==> src/rtl/gpc_divider.sv <==
// Iterative remainder unit: one quotient bit per cycle, reports zero remainder.
// No dependencies.
module gpc_divider #(
	parameter int W = 16
) (
	input  logic         clk,
	input  logic         arst_n,
	input  logic         start,
	input  logic [W-1:0] dividend,
	input  logic [W-1:0] divisor,
	output logic         done,
	output logic         divides
);
	localparam int CW = $clog2(W + 1);
	logic [W-1:0]  rem_q;
	logic [W-1:0]  quo_q;
	logic [W-1:0]  dvs_q;
	logic [CW-1:0] cnt_q;
	logic          busy_q;
	logic [W:0]    trial;

	assign trial = {rem_q, quo_q[W-1]} - {1'b0, dvs_q};

	always_ff @(posedge clk or negedge arst_n) begin
		if (!arst_n) begin
			busy_q <= 1'b0;
			done   <= 1'b0;
			cnt_q  <= '0;
			rem_q  <= '0;
			quo_q  <= '0;
			dvs_q  <= '0;
		end else begin
			done <= 1'b0;
			if (start) begin
				busy_q <= 1'b1;
				cnt_q  <= CW'(W);
				rem_q  <= '0;
				quo_q  <= dividend;
				dvs_q  <= divisor;
			end else if (busy_q) begin
				// shift one dividend bit into the partial remainder
				if (!trial[W]) rem_q <= trial[W-1:0];
				else           rem_q <= {rem_q[W-2:0], quo_q[W-1]};
				quo_q <= {quo_q[W-2:0], 1'b0};
				cnt_q <= cnt_q - 1'b1;
				if (cnt_q == CW'(1)) begin
					busy_q <= 1'b0;
					done   <= 1'b1;
				end
			end
		end
	end

	assign divides = (rem_q == '0);

	property p_done_after_busy;
		@(posedge clk) disable iff (!arst_n) done |-> $past(busy_q);
	endproperty
	a_done_after_busy: assert property (p_done_after_busy) else $error("done without work");
	a_no_start_busy: assert property (@(posedge clk) disable iff (!arst_n)
		start |-> !busy_q) else $error("start while busy");
	a_done_idle: assert property (@(posedge clk) disable iff (!arst_n)
		done |-> !busy_q) else $error("done while still busy");
endmodule

==> config.mk <==
export PLATFORM = sky130hd
export DESIGN_NAME = gpc_divider
export DESIGN_NICKNAME = d
export VERILOG_FILES = /design/src/rtl/gpc_divider.sv
export SDC_FILE = /design/constraint.sdc
export NUM_CORES = 1
export LEC_CHECK = 0
export ABC_AREA = 0
export BUFFER_PORTS_ARGS = -buffer_cell sky130_fd_sc_hd__buf_4
export CAP_MARGIN = 20
export CORE_ASPECT_RATIO = 0.7
export CORE_UTILIZATION = 45
export CTS_CLUSTER_SIZE = 28
export DETAILED_ROUTE_END_ITERATION = 16
export GPL_ROUTABILITY_DRIVEN = 1
export RECOVER_POWER = 50
export SETUP_SLACK_MARGIN = 0.15
export SYNTH_ARGS = -nofsm -noshare
export SYNTH_HDL_FRONTEND = slang
export SYNTH_SLANG_ARGS = --single-unit
==> constraint.sdc <==
create_clock -name clk -period 3.3 [get_ports clk]
set_clock_uncertainty 0.1 [all_clocks]
set_input_delay 0.495 -clock clk [delete_from_list [all_inputs] [get_ports clk]]
set_output_delay 0.495 -clock clk [all_outputs]
set_load 0.01 [all_outputs]
### Yosys cells after proc, flatten, opt, wreduce, memory -nomap -nowiden

Cells that the tools add are included.

* equal/unequal tests: 1
* add/subtract/negate cells: 2
* multiplexer cells: 13
* reduce and logical (&&, ||, !) cells: 2

Operators by type and width (count)
* $mux W16: 5
* $sub A17 B16 Y17: 1
* $logic_not A16 Y1: 1
* $mux W5: 2
* $mux W1: 6
* $eq A5 B1 Y1 const B: 1
* $sub A5 B1 Y5 const B: 1
* $reduce_bool A2 Y1: 1

* input bits: 35
* logic and storage cells: 24
* output and inout port bits: 2
* register bits after elaboration: 55

### Logic depth before layout (Yosys ltp)

Gate-level depths: netlist of run 1.

* word-level depth: 4
* gate-level depth with buffers: 12
* depth with buffers taken out: 11

### Worst setup path before layout of run 1

Ideal clock, no wire load.

* path kind: register -> register
* from: reg quo_q[15]
* to: reg rem_q[0]
* slack: 756 ps
* cell stages (with the launch flop): 12
* library setup time: 96 ps
* data required time: 3104 ps
* period minus slack after synthesis: 2544 ps
* data arrival time: 2348 ps
* cells stage by stage: dfrtp_1 inv_1 ha_1 inv_1 fa_1 a21oi_2 nor2_4 o21ai_4 o211a_4 nor3_4 or3_1 a311oi_2

* word-level cells in the longest chain between the ends: 4

RTL lines
* from (decl): line 16 `logic [W-1:0] quo_q;`
* from (signal assigned): line 38 `quo_q <= dividend;`
* from (signal assigned): line 44 `quo_q <= {quo_q[W-2:0], 1'b0};`
* $sub A17 B16 Y17: line 22 `assign trial = {rem_q, quo_q[W-1]} - {1'b0, dvs_q};`
* $mux W16 *: line 42 `if (!trial[W]) rem_q <= trial[W-1:0];`
* $mux W16 *: line 40 `end else if (busy_q) begin`
* $mux W16 *: line 34 `if (start) begin`
* to (signal assigned): line 42
* to (signal assigned): line 43 `else rem_q <= {rem_q[W-2:0], quo_q[W-1]};`
* to (decl): line 15 `logic [W-1:0] rem_q;`

Every way passes the cells marked *; elsewhere a longest branch is shown, timed or not. The select of a mux whose other input is x is not followed.
A chain may end at the register's enable or synchronous reset.

### Worst setup path in the final report of run 1

Same ends and word-level chain as after synthesis.

==> run_summary.xml, run 1 <==
<?xml version="1.0" encoding="UTF-8"?>
<metrics>
  <group name="route">
    <metric name="dr_total_vias" unit="">2799</metric>
    <metric name="drtIter0Drc" unit="">176</metric>
    <metric name="vias_per_cell" unit="">5.50</metric>
    <metric name="drc_errors" unit="">0</metric>
    <metric name="detail_route.wl_per_cell" unit="µm">15.0</metric>
    <metric name="ant_nets" unit="">0</metric>
    <metric name="drtPass1Iterations" unit="">4</metric>
    <metric name="routed_wirelength" unit="mm">7.65</metric>
  </group>
  <group name="yosys">
    <metric name="synth_top_cell_area_share" unit="%">39.2</metric>
    <metric name="synth_top_cell_by_area" unit="">sky130_fd_sc_hd__dfrtp_1</metric>
    <metric name="postSynth.asyncResetShare" unit="%">100</metric>
    <metric name="portion_of_the_post_synthesis_area_used_by_sequential_elements" unit="%">39.2</metric>
    <metric name="synth.lib_cells_used.distinct" unit="">59</metric>
    <metric name="synth_nets" unit="">437</metric>
    <metric name="ys_dominant_reg_cell" unit="">sky130_fd_sc_hd__dfrtp_1</metric>
    <metric name="post_synth_most_frequent_cells" unit="">55 x sky130_fd_sc_hd__dfrtp_1, 49 x sky130_fd_sc_hd__nand2_1, 41 x sky130_fd_sc_hd__o21ai_0, 29 x sky130_fd_sc_hd__inv_1, 24 x sky130_fd_sc_hd__nor2_1</metric>
    <metric name="netlist_top_cells_area" unit="">sky130_fd_sc_hd__dfrtp_1 39%, sky130_fd_sc_hd__ha_1 6.4%, sky130_fd_sc_hd__o21ai_0 5.8%</metric>
    <metric name="yosys_register_bits" unit="">55</metric>
    <metric name="synthesis.area" unit="µm²">3510</metric>
    <metric name="synth.yosys.warnings" unit="">0</metric>
    <metric name="post_synth_inst_count" unit="">383</metric>
    <metric name="synth_most_common_cell" unit="">sky130_fd_sc_hd__dfrtp_1</metric>
    <metric name="synth.avg_cell_area" unit="µm²">9.17</metric>
    <metric name="synth-edff-count" unit="">0</metric>
  </group>
  <group name="status">
    <metric name="status" unit="">complete, no violations</metric>
  </group>
  <group name="placed_design">
    <metric name="post_place_worst_slack" unit="ns">0.412</metric>
    <metric name="gpl.final_weighted_congestion" unit="">0.805</metric>
    <metric name="dp_hpwl" unit="mm">5.42</metric>
    <metric name="port_buffers" unit="">36</metric>
  </group>
  <group name="cts">
    <metric name="clock-sinks" unit="">55</metric>
    <metric name="clkTransAtPathRegs" unit="ns">0.11</metric>
    <metric name="cts_htree_levels" unit="">2</metric>
    <metric name="tritoncts" unit="">yes</metric>
    <metric name="clock_tree.buffer_depth" unit="">2</metric>
    <metric name="tritoncts.num_buffers" unit="">5</metric>
    <metric name="clock_insertion_delay_worst_skew" unit="ns">0.32</metric>
    <metric name="cts_root_buf" unit="">sky130_fd_sc_hd__clkbuf_8</metric>
  </group>
  <group name="sta">
    <metric name="setup_slack" unit="ns">0.491</metric>
    <metric name="final.hold.worst_slack" unit="ns">0.275</metric>
    <metric name="worst_pin_slew" unit="ns">1.48</metric>
    <metric name="fmax" unit="MHz">356</metric>
    <metric name="timing.final.max_slew_violations" unit="">0</metric>
    <metric name="slew_headroom" unit="%">1.33</metric>
    <metric name="grt_setup_unrepaired" unit="">false</metric>
    <metric name="timing_hold_violations_final" unit="">0</metric>
    <metric name="finalSetupViolations" unit="">0</metric>
    <metric name="final.setup.tns" unit="ns">0</metric>
    <metric name="layout_worst_path_cycle_share" unit="%">85.1</metric>
    <metric name="period_needed" unit="ns">2.81</metric>
  </group>
  <group name="die">
    <metric name="die_area" unit="µm²">8170</metric>
    <metric name="initial_core_util" unit="%">47.4</metric>
    <metric name="die-width" unit="µm">108</metric>
    <metric name="floorplan.io_pins" unit="">37</metric>
    <metric name="core_region_area" unit="µm²">7420</metric>
    <metric name="die-height" unit="µm">75.9</metric>
    <metric name="row_count" unit="">26</metric>
  </group>
  <group name="finish">
    <metric name="insertedDiodeCount" unit="">0</metric>
    <metric name="final_util" unit="%">53.7</metric>
    <metric name="post_route_cells_drive_above_1_share" unit="%">18.5</metric>
    <metric name="num-nets-final" unit="">464</metric>
    <metric name="synthToLayoutAreaGrowth" unit="%">13.5</metric>
  </group>
  <group name="worst_setup_path">
    <metric name="worst-setup-path-type" unit="">reg2reg</metric>
    <metric name="critical_path_arrival" unit="ns">2.92</metric>
    <metric name="rr_worst_depth" unit="">11</metric>
    <metric name="startpoint" unit="">quo_q[15]$_DFFE_PN0P_</metric>
    <metric name="worstSetupStartpointType" unit="">flip-flop</metric>
    <metric name="reg2reg_slack" unit="ns">0.49</metric>
    <metric name="r2r-start" unit="">quo_q[15]$_DFFE_PN0P_</metric>
    <metric name="crit_end" unit="">rem_q[0]$_DFFE_PN0P_</metric>
    <metric name="setup.worst_path.end_class" unit="">flip-flop</metric>
    <metric name="worst-endpoint-required" unit="ns">3.41</metric>
    <metric name="worst-path-max-fanout" unit="">16</metric>
    <metric name="reg2reg_to" unit="">rem_q[0]$_DFFE_PN0P_</metric>
  </group>
  <group name="grt">
    <metric name="maximum_number_of_pins_on_one_net_before_global_route_repair" unit="">56</metric>
    <metric name="number_of_antenna_violations_at_the_first_check_in_global_routing" unit="">0</metric>
    <metric name="via_count_of_the_first_global_routing_pass" unit="">2684</metric>
    <metric name="remaining_global_route_overflow" unit="">0</metric>
    <metric name="grtUsageTotal" unit="%">20.2</metric>
    <metric name="grt_pass1_wl" unit="mm">13.0</metric>
  </group>
  <group name="power">
    <metric name="vdd.ir_drop.worst" unit="mV">0.314</metric>
    <metric name="power_density_normalized_to_cell_area" unit="nW/µm²">850</metric>
    <metric name="finalPower" unit="mW">3.39</metric>
    <metric name="leakage" unit="nW">1.89</metric>
  </group>
  <group name="min_path">
    <metric name="hold_path.class" unit="">in2reg</metric>
  </group>
  <group name="job">
    <metric name="cap_viol_max_count" unit="">0</metric>
  </group>
</metrics>
## cells by family after synthesis
kind of cell    synth area share (%)
simple gates                    15.1
compound gates                  23.6
flops                           39.2
buf+inv                         6.02
fa+ha+maj                       6.98
mux                             5.16
xor+xnor                        3.99
## layout by cell type, fill, tap and decap left out, drive strengths merged, types with 12 or more instances in the layout
master  instances
buf            38
mux2i          17
inv            29
ha             18
a21oi          13
nand3          13
o21ai          50
a311oi         12
nand2          50
dfrtp          55
nor2           25
## worst min-delay path by stage
stage | depth (start not counted) | slack, ns | to | start
6_report | 3 | 0.28 | dvs_q[12]$_DFFE_PN0P_ | divisor[12]
5_1_grt | 3 | 0.27 | dvs_q[14]$_DFFE_PN0P_ | divisor[14]
4_1_cts | 1 | 0.13 | dvs_q[12]$_DFFE_PN0P_ | arst_n
3_5_place_dp | 1 | 0.41 | dvs_q[0]$_DFFE_PN0P_ | dvs_q[0]$_DFFE_PN0P_
3_3_place_gp | 2 | 0.41 | dvs_q[7]$_DFFE_PN0P_ | dvs_q[7]$_DFFE_PN0P_
2_1_floorplan | 0 | 0.1 | busy_q$_DFF_PN0_ | arst_n
## where the power goes
group	internal, mW	leakage, nW	switching (mW)
clock	0.303	0.0644	0.232
combinational	0.819	1.14	1.04
sequential	0.819	0.692	0.176
total	1.94	1.89	1.45
## metal layers
| layer | routed length [µm] | GRT usage (%) |
|---|---|---|
| met1 | 3970 | 30.3 |
| met3 | 272 | 4.13 |
| met2 | 3310 | 29.6 |
| met5 | 0 | 0 |
| met4 | 89 | 5.07 |
## sequential cells by signal, indices dropped and copies added, names as in the netlist
name    count
done        1
dvs_q      16
rem_q      16
quo_q      16
busy_q      1
cnt_q       5
## per-stage QoR
step,instances,area [µm²]
finish,509,3990
global route,509,3990
CTS,507,3960
detailed placement,499,3820
global placement,499,3820
floorplan,383,3510
## critical path: stages, from the launching register on
cell and delay [ns]:
sky130_fd_sc_hd__dfrtp_1 0.40, sky130_fd_sc_hd__inv_1 0.06, sky130_fd_sc_hd__ha_1 0.17, sky130_fd_sc_hd__inv_1 0.06, sky130_fd_sc_hd__fa_1 0.40, sky130_fd_sc_hd__a21oi_2 0.24, sky130_fd_sc_hd__nor2_4 0.07, sky130_fd_sc_hd__o21ai_4 0.24
sky130_fd_sc_hd__o211a_4 0.23, sky130_fd_sc_hd__nor3_4 0.10, sky130_fd_sc_hd__or3_1 0.38, sky130_fd_sc_hd__a311oi_2 0.25
## final cells by class
type / count / area, µm²
clock buffer: 5 / 68.8
clock inverter: 3 / 67.6
fill: 693 / 3430
inverter: 30 / 113
multi-input combinational: 278 / 1930
sequential: 55 / 1380
tap: 98 / 123
timing repair buffer: 40 / 307
## what timing repair did
action / 4_1_cts / 5_1_grt
endpoints found under the setup margin: 0 / 5
hold buffers: 0 / 0
resized for setup: 0 / 1
setup buffers: 0 / 2
No activity file was read; power rests on OpenSTA's default activity.
==> run 2: changes to the inputs <==
CORE_ASPECT_RATIO = default   (was 0.7)
==> run 2 against run 1 <==
  * Global-route usage is 0.60 points lower
  * Register-to-register slack worse by 0.11 ns
  * Non-clock buffer count is 2 lower
  * Critical path depth stayed put
  * Critical path type unchanged
  * Critical endpoint is now rem_q[9]$_DFFE_PN0P_
  * Largest cell class unchanged
  * Largest power group unchanged
==> run_summary.xml, run 2 (synthesis gave the netlist of run 1 again) <==
<?xml version="1.0" encoding="UTF-8"?>
<metrics>
  <group name="status">
    <metric name="status" unit="">complete, no violations</metric>
  </group>
  <group name="finish">
    <metric name="finish.instance_area" unit="µm²">3920</metric>
    <metric name="layout_commonest_cell" unit="">sky130_fd_sc_hd__dfrtp_1</metric>
    <metric name="post_route_cells_drive_above_1_share" unit="%">18.1</metric>
    <metric name="num-nets-final" unit="">462</metric>
    <metric name="leading_registers_by_flop_count" unit="">dvs_q x16, quo_q x16, rem_q x16</metric>
    <metric name="synthToLayoutAreaGrowth" unit="%">11.5</metric>
    <metric name="most_frequent_cells_in_the_layout" unit="">54 x sky130_fd_sc_hd__dfrtp_1, 49 x sky130_fd_sc_hd__nand2_1, 41 x sky130_fd_sc_hd__o21ai_0</metric>
    <metric name="final_util" unit="%">52.9</metric>
    <metric name="insertedDiodeCount" unit="">0</metric>
  </group>
  <group name="die">
    <metric name="core_region_area" unit="µm²">7410</metric>
    <metric name="initial_core_util" unit="%">47.4</metric>
    <metric name="row_count" unit="">31</metric>
    <metric name="die_area" unit="µm²">8160</metric>
    <metric name="floorplan.io_pins" unit="">37</metric>
    <metric name="die-height" unit="µm">90.4</metric>
    <metric name="die-width" unit="µm">90.4</metric>
  </group>
  <group name="route">
    <metric name="drtPass1Iterations" unit="">4</metric>
    <metric name="vias_per_cell" unit="">5.55</metric>
    <metric name="dr_total_vias" unit="">2819</metric>
    <metric name="detail_route.wl_per_cell" unit="µm">15.1</metric>
    <metric name="wl_met1" unit="mm">3.65</metric>
    <metric name="ant_nets" unit="">0</metric>
    <metric name="top_routing_layer_in_use" unit="">met4</metric>
    <metric name="drtIter0Drc" unit="">100</metric>
    <metric name="dr_wl_met3" unit="µm">219</metric>
    <metric name="detailroute.wirelength.met2" unit="mm">3.70</metric>
    <metric name="routed_wirelength" unit="mm">7.66</metric>
    <metric name="drc_errors" unit="">0</metric>
  </group>
  <group name="worst_setup_path">
    <metric name="worst-setup-path-type" unit="">reg2reg</metric>
    <metric name="worst-endpoint-required" unit="ns">3.41</metric>
    <metric name="critPathTopFamily" unit="">compound AO/OA/AOI/OAI gates</metric>
    <metric name="critical_path.n_buffers_inverters" unit="">2</metric>
    <metric name="critical_path_arrival" unit="ns">3.03</metric>
    <metric name="cp_common_cell" unit="">sky130_fd_sc_hd__inv_1</metric>
    <metric name="worst-path-max-fanout" unit="">16</metric>
    <metric name="worst_path_largest_cell_delay" unit="ns">0.44</metric>
    <metric name="setup.worst_path.end_class" unit="">flip-flop</metric>
    <metric name="worstSetupStartpointType" unit="">flip-flop</metric>
    <metric name="crit_path_top_delay_cell" unit="">sky130_fd_sc_hd__a21oi_4</metric>
    <metric name="crit_chain" unit="">inv_1 &gt; ha_1 &gt; inv_1 &gt; fa_1 &gt; a21oi_2 &gt; nor2_4 &gt; o21ai_4 &gt; o211ai_2 &gt; a21oi_4 &gt; o21ai_0 &gt; a311oi_1</metric>
  </group>
  <group name="cts">
    <metric name="tritoncts" unit="">yes</metric>
    <metric name="clock-sinks" unit="">55</metric>
    <metric name="cts_root_buf" unit="">sky130_fd_sc_hd__clkbuf_8</metric>
    <metric name="clkTransAtPathRegs" unit="ns">0.10</metric>
    <metric name="cts_htree_levels" unit="">2</metric>
    <metric name="clock_insertion_delay_worst_skew" unit="ns">0.31</metric>
    <metric name="clock_tree.buffer_depth" unit="">2</metric>
    <metric name="tritoncts.num_buffers" unit="">5</metric>
    <metric name="cts_hold_buf" unit="">0</metric>
  </group>
  <group name="sta">
    <metric name="worst_pin_slew" unit="ns">1.40</metric>
    <metric name="finalSetupViolations" unit="">0</metric>
    <metric name="final.setup.tns" unit="ns">0</metric>
    <metric name="grt_setup_unrepaired" unit="">false</metric>
    <metric name="slew_headroom" unit="%">6.50</metric>
    <metric name="timing_hold_violations_final" unit="">0</metric>
    <metric name="period_needed" unit="ns">2.92</metric>
    <metric name="fmax" unit="MHz">342</metric>
    <metric name="layout_worst_path_cycle_share" unit="%">88.5</metric>
    <metric name="final.hold.worst_slack" unit="ns">0.275</metric>
    <metric name="timing.final.max_slew_violations" unit="">0</metric>
  </group>
  <group name="placed_design">
    <metric name="port_buffers" unit="">36</metric>
    <metric name="dpl_cell_area" unit="µm²">3820</metric>
    <metric name="gpl.final_weighted_congestion" unit="">0.864</metric>
    <metric name="dp_hpwl" unit="mm">5.37</metric>
  </group>
  <group name="grt">
    <metric name="maximum_number_of_pins_on_one_net_before_global_route_repair" unit="">63</metric>
    <metric name="via_count_of_the_first_global_routing_pass" unit="">2666</metric>
    <metric name="number_of_antenna_violations_at_the_first_check_in_global_routing" unit="">0</metric>
    <metric name="grtUsageTotal" unit="%">19.6</metric>
    <metric name="grt_pass1_wl" unit="mm">12.9</metric>
    <metric name="remaining_global_route_overflow" unit="">0</metric>
  </group>
  <group name="power">
    <metric name="vdd.ir_drop.worst" unit="mV">0.367</metric>
    <metric name="leakage" unit="nW">1.86</metric>
    <metric name="power_density_normalized_to_cell_area" unit="nW/µm²">811</metric>
  </group>
  <group name="min_path">
    <metric name="hold_path.class" unit="">in2reg</metric>
  </group>
  <group name="job">
    <metric name="cap_viol_max_count" unit="">0</metric>
  </group>
</metrics>
[run 2: cell count changes in the layout (fill, tap and decap cells not counted)]
cell / change
sky130_fd_sc_hd__bufinv_16: -2
sky130_fd_sc_hd__clkinv_4: +2
sky130_fd_sc_hd__buf_12: -1
sky130_fd_sc_hd__buf_4: -1
[run 2: layout make-up]
class                           count  area [µm²]
Clock buffer                        5        68.8
Clock inverter                      3        25.0
Fill cell                         727        3490
Inverter                           30         113
Multi-Input combinational cell    278        1930
Sequential cell                    55        1380
Tap cell                           99         124
Timing Repair Buffer               38         279
[run 2: what timing repair did]
| action | 4_1_cts | 5_1_grt |
|---|---|---|
| endpoints found under the setup margin | 0 | 1 |
| resized for setup | 0 | 1 |
| buffers inserted | 0 | 0 |
[run 2: stage by stage]
| stage | power [mW] | setup WS [ns] | cells |
|---|---|---|---|
| 4_1_cts | 3.20 | 0.300 | 508 |
| 3_3_place_gp | 2.78 | 0.466 | 500 |
| 2_1_floorplan | 2.40 | 0.756 | 383 |
| 6_report | 3.18 | 0.380 | 508 |
| 5_1_grt | 3.44 | 0.194 | 508 |
| 3_5_place_dp | 2.80 | 0.375 | 500 |
[run 2: path summary, 6_finish.rpt]
path	slack, ns	cells past startpoint	end	startpoint
max	0.38	11	rem_q[9]$_DFFE_PN0P_	quo_q[15]$_DFFE_PN0P_
min	0.27	3	quo_q[14]$_DFFE_PN0P_	dividend[14]
max reg2reg	0.38	11	rem_q[9]$_DFFE_PN0P_	quo_q[15]$_DFFE_PN0P_
min reg2reg	0.43	2	cnt_q[4]$_DFFE_PN0P_	cnt_q[4]$_DFFE_PN0P_
max in group asynchronous	1.77	1	busy_q$_DFF_PN0_	arst_n
min in group asynchronous	0.38	1	dvs_q[12]$_DFFE_PN0P_	arst_n
[run 2: metal layers]
layer | up-vias | track usage [%]
met1 | 1344 | 26.7
met4 | 0 | 5.11
met5 | - | 0
met2 | 50 | 32.6
met3 | 10 | 3.03
li1 | 1415 | -
[run 2: worst register-to-register path: stages, from the launching register on]
cell and delay [ns]:
sky130_fd_sc_hd__dfrtp_1 0.40, sky130_fd_sc_hd__inv_1 0.06, sky130_fd_sc_hd__ha_1 0.16, sky130_fd_sc_hd__inv_1 0.06, sky130_fd_sc_hd__fa_1 0.41, sky130_fd_sc_hd__a21oi_2 0.26, sky130_fd_sc_hd__nor2_4 0.08, sky130_fd_sc_hd__o21ai_4 0.24
sky130_fd_sc_hd__o211ai_2 0.18, sky130_fd_sc_hd__a21oi_4 0.44, sky130_fd_sc_hd__o21ai_0 0.16, sky130_fd_sc_hd__a311oi_1 0.28
[run 2: power by group]
group	switching [mW]	internal [mW]
combinational	1.03	0.770
sequential	0.170	0.819
clock	0.232	0.152
==> run 3: changes to the inputs <==
CORE_UTILIZATION = 59   (was 45)
PLACE_DENSITY = 0.8   (was default)
==> run 3 against run 2 <==
  * Routed wire length fell by 0.89%
  * Final cell count down 5.3%
  * Setup slack got worse by 0.015 ns
  * Sequential share of layout area increased by 0.25 points
  * Combinational power increased by 2%
  * Sequential power about the same
  * Count of clock-buffer cells in the layout is the same
  * Die area decreased by 23%
  * Via count increased by 2.0%
  * Utilization up 16 points
  * Final area decreased by 0.70%
  * Critical path depth unchanged
==> run_summary.xml, run 3 (synthesis gave the netlist of run 1 again) <==
<?xml version="1.0" encoding="UTF-8"?>
<metrics>
  <group name="cts">
    <metric name="clock_tree.buffer_depth" unit="">2</metric>
    <metric name="tritoncts.num_buffers" unit="">5</metric>
    <metric name="cts_hold_buf" unit="">0</metric>
    <metric name="cts_root_buf" unit="">sky130_fd_sc_hd__clkbuf_8</metric>
    <metric name="clock_insertion_delay_worst_skew" unit="ns">0.32</metric>
    <metric name="clock-sinks" unit="">55</metric>
    <metric name="clkTransAtPathRegs" unit="ns">0.12</metric>
    <metric name="tritoncts" unit="">yes</metric>
    <metric name="cts_htree_levels" unit="">2</metric>
  </group>
  <group name="worst_setup_path">
    <metric name="crit_chain" unit="">inv_1 &gt; ha_1 &gt; inv_1 &gt; fa_1 &gt; a21oi_2 &gt; nor2_4 &gt; o21ai_4 &gt; o211ai_2 &gt; a21oi_4 &gt; o21ai_0 &gt; a311oi_2</metric>
    <metric name="worst-endpoint-required" unit="ns">3.42</metric>
    <metric name="crit_path_top_delay_cell" unit="">sky130_fd_sc_hd__a21oi_4</metric>
    <metric name="worst-setup-path-type" unit="">reg2reg</metric>
    <metric name="critical_path_arrival" unit="ns">3.06</metric>
    <metric name="worstSetupStartpointType" unit="">flip-flop</metric>
    <metric name="critPathTopFamily" unit="">compound AO/OA/AOI/OAI gates</metric>
    <metric name="worst-path-max-fanout" unit="">16</metric>
    <metric name="worst_path_largest_cell_delay" unit="ns">0.43</metric>
    <metric name="critical_path.n_buffers_inverters" unit="">2</metric>
    <metric name="setup.worst_path.end_class" unit="">flip-flop</metric>
    <metric name="cp_common_cell" unit="">sky130_fd_sc_hd__inv_1</metric>
  </group>
  <group name="finish">
    <metric name="leading_registers_by_flop_count" unit="">dvs_q x16, quo_q x16, rem_q x16</metric>
    <metric name="layout_commonest_cell" unit="">sky130_fd_sc_hd__dfrtp_1</metric>
    <metric name="register_area" unit="µm²">1380</metric>
    <metric name="post_route_cells_drive_above_1_share" unit="%">18.3</metric>
    <metric name="insertedDiodeCount" unit="">0</metric>
    <metric name="filler_cell_count" unit="">472</metric>
    <metric name="most_frequent_cells_in_the_layout" unit="">54 x sky130_fd_sc_hd__dfrtp_1, 49 x sky130_fd_sc_hd__nand2_1, 41 x sky130_fd_sc_hd__o21ai_0</metric>
    <metric name="synthToLayoutAreaGrowth" unit="%">10.7</metric>
    <metric name="num-nets-final" unit="">462</metric>
    <metric name="final_util" unit="%">69.4</metric>
    <metric name="multi_input_combinational_cell_area" unit="µm²">1930</metric>
  </group>
  <group name="sta">
    <metric name="final.setup.tns" unit="ns">0</metric>
    <metric name="slew_headroom" unit="%">10.4</metric>
    <metric name="timing.final.max_slew_violations" unit="">0</metric>
    <metric name="finalSetupViolations" unit="">0</metric>
    <metric name="timing_hold_violations_final" unit="">0</metric>
    <metric name="fmax" unit="MHz">341</metric>
    <metric name="period_needed" unit="ns">2.94</metric>
    <metric name="setup_slack" unit="ns">0.365</metric>
    <metric name="worst_pin_slew" unit="ns">1.34</metric>
    <metric name="grt_setup_unrepaired" unit="">true</metric>
    <metric name="layout_worst_path_cycle_share" unit="%">88.9</metric>
    <metric name="final.hold.worst_slack" unit="ns">0.269</metric>
  </group>
  <group name="placed_design">
    <metric name="dp_hpwl" unit="mm">5.42</metric>
    <metric name="gpl.final_weighted_congestion" unit="">0.892</metric>
    <metric name="port_buffers" unit="">36</metric>
    <metric name="post_place_worst_slack" unit="ns">0.395</metric>
  </group>
  <group name="grt">
    <metric name="maximum_number_of_pins_on_one_net_before_global_route_repair" unit="">56</metric>
    <metric name="number_of_antenna_violations_at_the_first_check_in_global_routing" unit="">0</metric>
    <metric name="grt_pass1_wl" unit="mm">13.2</metric>
    <metric name="grtUsageTotal" unit="%">27.1</metric>
    <metric name="via_count_of_the_first_global_routing_pass" unit="">2872</metric>
    <metric name="remaining_global_route_overflow" unit="">0</metric>
  </group>
  <group name="power">
    <metric name="clock_power_share" unit="%">12.6</metric>
    <metric name="leakage" unit="nW">1.87</metric>
    <metric name="power.sequential.fraction" unit="%">30.6</metric>
    <metric name="finalPower" unit="mW">3.23</metric>
    <metric name="power_density_normalized_to_cell_area" unit="nW/µm²">831</metric>
    <metric name="cell_internal_pwr" unit="mW">1.75</metric>
    <metric name="net-switching-power" unit="mW">1.49</metric>
    <metric name="switching_share" unit="%">45.9</metric>
    <metric name="vdd.ir_drop.worst" unit="mV">0.440</metric>
    <metric name="power_frac_comb" unit="%">56.8</metric>
  </group>
  <group name="route">
    <metric name="drc_errors" unit="">0</metric>
    <metric name="vias_per_cell" unit="">5.98</metric>
    <metric name="detail_route.wl_per_cell" unit="µm">15.8</metric>
    <metric name="drtIter0Drc" unit="">176</metric>
    <metric name="dr_total_vias" unit="">2876</metric>
    <metric name="routed_wirelength" unit="mm">7.59</metric>
    <metric name="ant_nets" unit="">0</metric>
    <metric name="drtPass1Iterations" unit="">4</metric>
  </group>
  <group name="die">
    <metric name="floorplan.io_pins" unit="">37</metric>
    <metric name="row_count" unit="">27</metric>
    <metric name="die-width" unit="µm">79.2</metric>
    <metric name="die-height" unit="µm">79.2</metric>
    <metric name="initial_core_util" unit="%">62.7</metric>
    <metric name="die_area" unit="µm²">6270</metric>
    <metric name="core_region_area" unit="µm²">5610</metric>
  </group>
  <group name="min_path">
    <metric name="hold_path.class" unit="">in2reg</metric>
  </group>
  <group name="job">
    <metric name="cap_viol_max_count" unit="">0</metric>
  </group>
  <group name="status">
    <metric name="status" unit="">complete, no violations</metric>
  </group>
</metrics>
## run 3: changes by cell type in the layout (fill, tap and decap cells not counted), sizes merged
cell / change
clkinv: -2
buf: +1
clkbuf: -1
inv: +2
## run 3: tightest hold or removal path, delay by kind of cell
family	cells	cell delay (ns)
buffers and inverters	1	0.08
and+or+nand+nor	1	0.04
AOI/OAI and AO/OA	1	0.05
## run 3: layer usage
layer | up-vias | track usage [%] | routed length, µm
met1 | 1355 | 34.4 | 3330
li1 | 1424 | - | -
met2 | 83 | 46.6 | 3800
met3 | 14 | 4.02 | 303
met4 | 0 | 9.82 | 154
met5 | - | 0 | 0
## run 3: repair_timing
action,in CTS,in global routing
endpoints found under the setup margin,0,6
buffers inserted,0,0
gates resized for setup,0,1
## run 3: metrics by stage
stage | area, µm² | cells
4_1_cts | 3890 | 481
6_report | 3890 | 481
2_1_floorplan | 3510 | 383
3_3_place_gp | 3790 | 473
5_1_grt | 3890 | 481
3_5_place_dp | 3790 | 473
## run 3: power by group through the flow
stage	registers [mW]	clock network, mW	logic [mW]
2_1_floorplan	0.932	0	1.47
3_3_place_gp	0.994	0	1.75
3_5_place_dp	0.998	0	1.80
4_1_cts	0.984	0.414	1.81
5_1_grt	1.01	0.445	2.02
6_report	0.989	0.408	1.84
## run 3: final timing paths
check / start / to / slack [ns] / cells after the start
worst max-delay path: quo_q[15]$_DFFE_PN0P_ / rem_q[0]$_DFFE_PN0P_ / 0.36 / 11
worst min-delay path: dividend[0] / quo_q[0]$_DFFE_PN0P_ / 0.27 / 3
worst max register to register: quo_q[15]$_DFFE_PN0P_ / rem_q[0]$_DFFE_PN0P_ / 0.36 / 11
worst min register to register: dvs_q[0]$_DFFE_PN0P_ / dvs_q[0]$_DFFE_PN0P_ / 0.43 / 1
max in group asynchronous: arst_n / busy_q$_DFF_PN0_ / 1.86 / 1
min in group asynchronous: arst_n / cnt_q[2]$_DFFE_PN0P_ / 0.36 / 1
## run 3: area by class of cell
type,count,share of cell area (%)
Inverter,30,2.89
Tap cell,72,2.32
Clock inverter,3,0.708
Multi-Input combinational cell,278,49.6
Timing Repair Buffer,38,7.27
Sequential cell,55,35.4
Clock buffer,5,1.77
